<file path="src/rtl/core/wtm_pkg.sv">
// ----------------------------------------------------------------------------
// wtm_pkg
// types, constants and codes of the windowed trimmed mean filter
// ----------------------------------------------------------------------------
package wtm_pkg;

    localparam int WINDOW      = 40;
    localparam int TRIM_LOW    = 15;
    localparam int TRIM_COUNT  = 10;
    localparam int SAMPLE_W    = 16;
    localparam int SUM_W       = 20;
    localparam int MAG_W       = 19;
    localparam int RECIP_W     = 20;
    localparam int RECIP_SHIFT = 23;
    localparam int PROD_W      = MAG_W + RECIP_W;
    localparam int QUOT_W      = SAMPLE_W + 1;
    localparam int CNT_W       = $clog2(2 * WINDOW);
    localparam int TAP_IDX_W   = $clog2(TRIM_COUNT);

    // ceil(2^23 / 10), exact for magnitudes below 2^19
    localparam logic [RECIP_W-1:0] RECIP = RECIP_W'(838861);

    typedef logic signed [SAMPLE_W-1:0] sample_t;

    localparam sample_t SAMPLE_MAX = sample_t'(16'sh7fff);

    localparam logic FUNC_PUSH    = 1'b0;
    localparam logic FUNC_COMPUTE = 1'b1;

    typedef enum logic [2:0] {
        ST_IDLE,
        ST_LOAD,
        ST_SUM,
        ST_ABS,
        ST_MUL,
        ST_DONE
    } state_t;

    typedef struct packed {
        logic shift;
    } win_ctrl_t;

    typedef struct packed {
        logic clear;
        logic step;
    } sort_ctrl_t;

endpackage

</file>
<file path="src/rtl/core/wtm_win_cell.sv">
// ----------------------------------------------------------------------------
// wtm_win_cell
// one slot of the sample window, shifts toward the oldest end
// ----------------------------------------------------------------------------
module wtm_win_cell import wtm_pkg::*; (
    input  logic      aclk,
    input  logic      aresetn,
    input  win_ctrl_t ctrl,
    input  sample_t   in_val,
    output sample_t   out_val
);

    sample_t val_reg;

    always_ff @(posedge aclk) begin
        if (!aresetn) begin
            val_reg <= '0;
        end else if (ctrl.shift) begin
            val_reg <= in_val;
        end
    end

    assign out_val = val_reg;

endmodule

</file>
<file path="src/rtl/core/wtm_sort_cell.sv">
// ----------------------------------------------------------------------------
// wtm_sort_cell
// insertion sort cell, keeps the smaller value and passes the larger on
// ----------------------------------------------------------------------------
module wtm_sort_cell import wtm_pkg::*; (
    input  logic       aclk,
    input  sort_ctrl_t ctrl,
    input  sample_t    in_val,
    output sample_t    hold_val,
    output sample_t    pass_val
);

    sample_t hold_reg;
    sample_t pass_reg;

    always_ff @(posedge aclk) begin
        if (ctrl.clear) begin
            hold_reg <= SAMPLE_MAX;
            pass_reg <= SAMPLE_MAX;
        end else if (ctrl.step) begin
            if (in_val < hold_reg) begin
                hold_reg <= in_val;
                pass_reg <= hold_reg;
            end else begin
                pass_reg <= in_val;
            end
        end
    end

    assign hold_val = hold_reg;
    assign pass_val = pass_reg;

endmodule

</file>
<file path="src/rtl/core/windowed_trimmed_mean_filter.sv">
// ----------------------------------------------------------------------------
// windowed_trimmed_mean_filter
// Input stream s_*: s_tuser selects the operation (0 push, 1 compute),
// s_tdata carries a signed Q9.6 sample. A push shifts the sample into a
// 40-word window and drops the oldest; it gives no word.
// A compute sorts the window and returns on m_* the mean of sorted
// positions 15 to 24, truncated toward zero.
// A compute clears the systolic sort chain; the window then rotates into
// the chain one word a cycle and the chain keeps stepping until the last
// word has settled. The ten middle taps are then summed one a cycle, and
// the magnitude of the sum is divided by a reciprocal multiply. s_tready
// is low while a compute runs.
// Reset clears the window to zeros; early results count those zeros.
// The result sits in an output register; pushes are still taken while it
// waits. A compute finishing into a stalled output waits in its last state.
// ----------------------------------------------------------------------------
module windowed_trimmed_mean_filter import wtm_pkg::*; (
    input  logic        aclk,
    input  logic        aresetn,
    input  logic        s_tvalid,
    output logic        s_tready,
    input  logic [15:0] s_tdata,   // [15:0] sample
    input  logic [0:0]  s_tuser,   // [0] func
    output logic        m_tvalid,
    input  logic        m_tready,
    output logic [15:0] m_tdata    // [15:0] mean
);

    state_t                  state_reg, state_next;
    logic [CNT_W-1:0]        cnt_reg, cnt_next;
    logic signed [SUM_W-1:0] acc_reg, acc_next;
    logic [MAG_W-1:0]        mag_reg, mag_next;
    logic                    neg_reg, neg_next;
    logic [PROD_W-1:0]       prod_reg, prod_next;
    logic                    out_valid_reg, out_valid_next;
    logic [15:0]             out_data_reg, out_data_next;

    win_ctrl_t  win_ctrl;
    sort_ctrl_t sort_ctrl;
    sample_t    win_val [WINDOW];
    sample_t    win_in;
    sample_t    sort_hold [WINDOW];
    sample_t    sort_pass [WINDOW];
    sample_t    sort_feed;
    sample_t    taps [TRIM_COUNT];
    sample_t    tap_sel;

    logic                    s_accept;
    logic                    feeding;
    logic signed [SUM_W-1:0] acc_neg;
    logic [QUOT_W-1:0]       quot;
    logic [QUOT_W-1:0]       quot_signed;

    assign s_accept = s_tvalid && s_tready;
    assign feeding  = (state_reg == ST_LOAD) && (cnt_reg < CNT_W'(WINDOW));

    // window ring
    assign win_in = (state_reg == ST_IDLE) ? sample_t'(s_tdata) : win_val[WINDOW-1];

    genvar gi;
    generate
        for (gi = 0; gi < WINDOW; gi++) begin : g_win
            wtm_win_cell u_cell (
                .aclk    (aclk),
                .aresetn (aresetn),
                .ctrl    (win_ctrl),
                .in_val  ((gi == 0) ? win_in : win_val[(gi == 0) ? 0 : gi-1]),
                .out_val (win_val[gi])
            );
        end
    endgenerate

    // sort chain
    assign sort_feed = feeding ? win_val[WINDOW-1] : SAMPLE_MAX;

    generate
        for (gi = 0; gi < WINDOW; gi++) begin : g_sort
            wtm_sort_cell u_cell (
                .aclk     (aclk),
                .ctrl     (sort_ctrl),
                .in_val   ((gi == 0) ? sort_feed : sort_pass[(gi == 0) ? 0 : gi-1]),
                .hold_val (sort_hold[gi]),
                .pass_val (sort_pass[gi])
            );
        end
        for (gi = 0; gi < TRIM_COUNT; gi++) begin : g_tap
            assign taps[gi] = sort_hold[TRIM_LOW + gi];
        end
    endgenerate

    assign tap_sel     = taps[cnt_reg[TAP_IDX_W-1:0]];
    assign acc_neg     = -acc_reg;
    assign quot        = prod_reg[RECIP_SHIFT +: QUOT_W];
    assign quot_signed = neg_reg ? (~quot + QUOT_W'(1)) : quot;

    always_ff @(posedge aclk) begin
        if (!aresetn) begin
            state_reg     <= ST_IDLE;
            cnt_reg       <= '0;
            out_valid_reg <= 1'b0;
        end else begin
            state_reg     <= state_next;
            cnt_reg       <= cnt_next;
            out_valid_reg <= out_valid_next;
        end
    end

    always_ff @(posedge aclk) begin
        acc_reg      <= acc_next;
        mag_reg      <= mag_next;
        neg_reg      <= neg_next;
        prod_reg     <= prod_next;
        out_data_reg <= out_data_next;
    end

    always_comb begin
        state_next      = state_reg;
        cnt_next        = cnt_reg;
        acc_next        = acc_reg;
        mag_next        = mag_reg;
        neg_next        = neg_reg;
        prod_next       = prod_reg;
        out_data_next   = out_data_reg;
        out_valid_next  = out_valid_reg && !m_tready;
        s_tready        = (state_reg == ST_IDLE);
        win_ctrl.shift  = feeding;
        sort_ctrl.clear = 1'b0;
        sort_ctrl.step  = (state_reg == ST_LOAD);

        case (state_reg)
            ST_IDLE: begin
                if (s_accept) begin
                    if (s_tuser[0] == FUNC_COMPUTE) begin
                        sort_ctrl.clear = 1'b1;
                        cnt_next        = '0;
                        state_next      = ST_LOAD;
                    end else begin
                        win_ctrl.shift = 1'b1;
                    end
                end
            end
            ST_LOAD: begin
                cnt_next = cnt_reg + CNT_W'(1);
                if (cnt_reg == CNT_W'(2 * WINDOW - 1)) begin
                    cnt_next   = '0;
                    acc_next   = '0;
                    state_next = ST_SUM;
                end
            end
            ST_SUM: begin
                acc_next = acc_reg + SUM_W'(tap_sel);
                cnt_next = cnt_reg + CNT_W'(1);
                if (cnt_reg == CNT_W'(TRIM_COUNT - 1)) begin
                    cnt_next   = '0;
                    state_next = ST_ABS;
                end
            end
            ST_ABS: begin
                neg_next   = acc_reg[SUM_W-1];
                mag_next   = acc_reg[SUM_W-1] ? acc_neg[MAG_W-1:0] : acc_reg[MAG_W-1:0];
                state_next = ST_MUL;
            end
            ST_MUL: begin
                prod_next  = PROD_W'(mag_reg) * PROD_W'(RECIP);
                state_next = ST_DONE;
            end
            ST_DONE: begin
                if (!out_valid_reg || m_tready) begin
                    out_valid_next = 1'b1;
                    out_data_next  = quot_signed[15:0];
                    state_next     = ST_IDLE;
                end
            end
            default: begin
                state_next = ST_IDLE;
            end
        endcase
    end

    assign m_tvalid = out_valid_reg;
    assign m_tdata  = out_data_reg;

endmodule

</file>
<file path="config.mk">
export PLATFORM = sky130hd
export DESIGN_NAME = windowed_trimmed_mean_filter
export DESIGN_NICKNAME = d
export VERILOG_FILES = /design/src/rtl/core/wtm_pkg.sv /design/src/rtl/core/wtm_win_cell.sv /design/src/rtl/core/wtm_sort_cell.sv /design/src/rtl/core/windowed_trimmed_mean_filter.sv
export SDC_FILE = /design/constraint.sdc
export NUM_CORES = 2
export LEC_CHECK = 0
export BUFFER_PORTS_ARGS = -buffer_cell sky130_fd_sc_hd__clkbuf_2
export CAP_MARGIN = 10
export CORE_ASPECT_RATIO = 1.25
export CORE_MARGIN = 2
export CORE_UTILIZATION = 55
export CTS_BUF_LIST = sky130_fd_sc_hd__clkbuf_4 sky130_fd_sc_hd__clkbuf_8
export CTS_CLUSTER_DIAMETER = 150
export DETAILED_ROUTE_END_ITERATION = 16
export GPL_ROUTABILITY_DRIVEN = 0
export GPL_TIMING_DRIVEN = 0
export PLACE_DENSITY = 0.71
export SETUP_SLACK_MARGIN = 0.05
export SLEW_MARGIN = 20
export SYNTH_ARGS = -nofsm -noshare
export SYNTH_HDL_FRONTEND = slang
export SYNTH_HIERARCHICAL = 1
export SYNTH_SLANG_ARGS = --single-unit
export TNS_END_PERCENT = 10
</file>
<file path="constraint.sdc">
create_clock -name aclk -period 42 [get_ports aclk]
set_input_delay 4.2 -clock aclk [delete_from_list [all_inputs] [get_ports aclk]]
set_output_delay 4.2 -clock aclk [all_outputs]
set_load 0.02 [all_outputs]
</file>
==> impl_metrics.tcl <==
set metrics [dict create \
    clk_pin_slew_ns 0.06 \
    grt_pass1_wl_microns 334000 \
    arrival_ns 2.96 \
    port_buffers 38 \
    area_delta_synth_final_pct 10.2 \
    r2r_slack_ns 35.18 \
    syn_avg_cell_area_sq_um 9.58 \
    final-hold-violation-count 0 \
    path_class "register to primary output" \
    setup-violations-final 0 \
    stdcell_count 11100 \
    grtUsageTotal_pct 26.4 \
    cts_tree "built" \
    p_int_mw 3.43 \
    grt_start_max_net_pins 156 \
    h-tree-depth 4 \
    initial_core_util_pct 55.2 \
    run_status "finished clean" \
    drt-pass1-iter-count 6 \
    drv_cap 0 \
    relSlewSlack_pct 15.9 \
    reg2regPathDepth 21 \
    hp-start "g_win[25].u_cell/out_val[4]$_SDFFE_PN0P_" \
    vdd_drop_max_uv 49.7 \
    drive_above_1_share_pct 9.66 \
    hold_depth 2 \
    first_global_vias 65400 \
    die_y_microns 437 \
    rr_startpoint "mag_reg[11]$_DFFE_PN_" \
    hold_path_class "register to register" \
    power.switching_mw 2.45 \
    numCtsBuffers 236 \
    core_area_sq_um 150000 \
    fin_crit_sh_pct 17.0 \
    p_leak_nw 38.2 \
    hold_end "g_win[26].u_cell/out_val[4]$_SDFFE_PN0P_" \
    tns_ns 0 \
    finalCriticalPeriod_ns 7.16 \
    routedWlPerCell_microns 18.5 \
    postRouteAntennaNets 0 \
    cts.path.max_buffers 3 \
    stdcell_area_sq_um 91000 \
    ctsHoldBuffers 0 \
    post_cts_resized 0 \
    cp_max_fo 10 \
    final_common_cell "dfxtp_1" \
    rsz0062_at_grt "no" \
    start_kind "register" \
    tightest_slew_ns 1.23 \
    rr_endpoint "prod_reg[36]$_DFFE_PP_" \
    drt_iter0_drc 3877 \
    via_per_inst 5.86 \
    rows 159 \
    syn_area_sq_um 82600 \
    yosys_warnings 6 \
    maxSlewViolCount 0 \
    critPathRequiredTime_ns 37.80 \
    p_seq_share_pct 32.1 \
    nets 9578 \
    vias 65300 \
    synth_cells 8622 \
    fin_skew_ns 0.0749 \
    final_cell_mix "dfxtp_1, mux2i_1, nor2b_1" \
    antenna_found_initial 4 \
    die_area_sq_um 153000 \
    p_clk_share_pct 23.4 \
    p_comb_share_pct 44.5 \
    cts-root-buf "clkbuf_8" \
    syn_nets 9279 \
    swShare_pct 41.7 \
    drcViolationCount 0 \
    cp-end-kind "primary output" \
    routed_wl_microns 206000 \
    post_cts_buffers 0 \
    num_io_pins 39 \
    cts_sinks 1507 \
    largest_reg_flops 640 \
    clock_latency_ns 1.01 \
    timing.fmax_mhz 140 \
    dpl.hpwl_microns 156000 \
    pwr_density_cell_nw_per_um2 64.5 \
    post_dp_cell_area_sq_um 85600 \
    numPlacedInstances 10700 \
    fp.dieW_microns 351 \
    grt_overflow 0 \
]
[power groups by stage]
stage	combinational (mW)	clock [mW]	sequential, mW
after floorplan	2.01	0	1.80
after global placement	2.49	0	1.90
after detailed placement	2.56	0	1.91
after CTS	2.57	1.41	1.88
after global routing	2.88	1.47	1.90
final	2.61	1.37	1.88
[routing by layer]
layer	up-vias	wire, microns	global-route usage [%]
met2	1803	101000	46.8
li1	32000	-	-
met1	30900	82800	30.0
met5	-	13	0
met4	2	11600	14.7
met3	617	10100	4.37
[layout make-up]
type	instances	area (sq um)
Fill cell	12900	58600
Multi-Input combinational cell	5808	45500
Sequential cell	1507	30900
Clock buffer	391	4870
Buffer	667	3840
Tap cell	2012	2520
Inverter	640	2400
Clock inverter	44	512
Timing Repair Buffer	61	458
Antenna cell	2	5.00
[critical path: stages (launching register included)]
cell and delay, ns:
dfxtp_1 0.34, clkbuf_1 0.21, nor3_1 0.26, clkbuf_1 0.80, clkbuf_2 0.33
[per-stage QoR]
step / util [%] / total power, mW / worst slack [ns] / hold WS (ns)
floorplan: - / 3.81 / 25.93 / 0.441
global placement: 57.0 / 4.40 / 12.49 / 0.475
detailed placement: 57.2 / 4.46 / 35.22 / 0.476
CTS: 60.8 / 5.86 / 34.74 / 0.476
global route: 60.8 / 6.25 / 34.58 / 0.514
finish: 60.8 / 5.87 / 34.84 / 0.487
[how the worst max path moves through the flow]
stage,from,end,slack [ns]
global placement,state_reg[2]$_SDFFE_PN0P_,g_win[28].u_cell/out_val[6]$_SDFFE_PN0P_,12.49
floorplan,state_reg[2]$_SDFFE_PN0P_,g_win[0].u_cell/out_val[10]$_SDFFE_PN0P_,25.93
detailed placement,mag_reg[11]$_DFFE_PN_,prod_reg[36]$_DFFE_PP_,35.22
CTS,state_reg[1]$_SDFFE_PN0P_,s_tready,34.74
finish,state_reg[1]$_SDFFE_PN0P_,s_tready,34.84
global route,state_reg[1]$_SDFFE_PN0P_,s_tready,34.58
(Power assumes the default switching activity.)
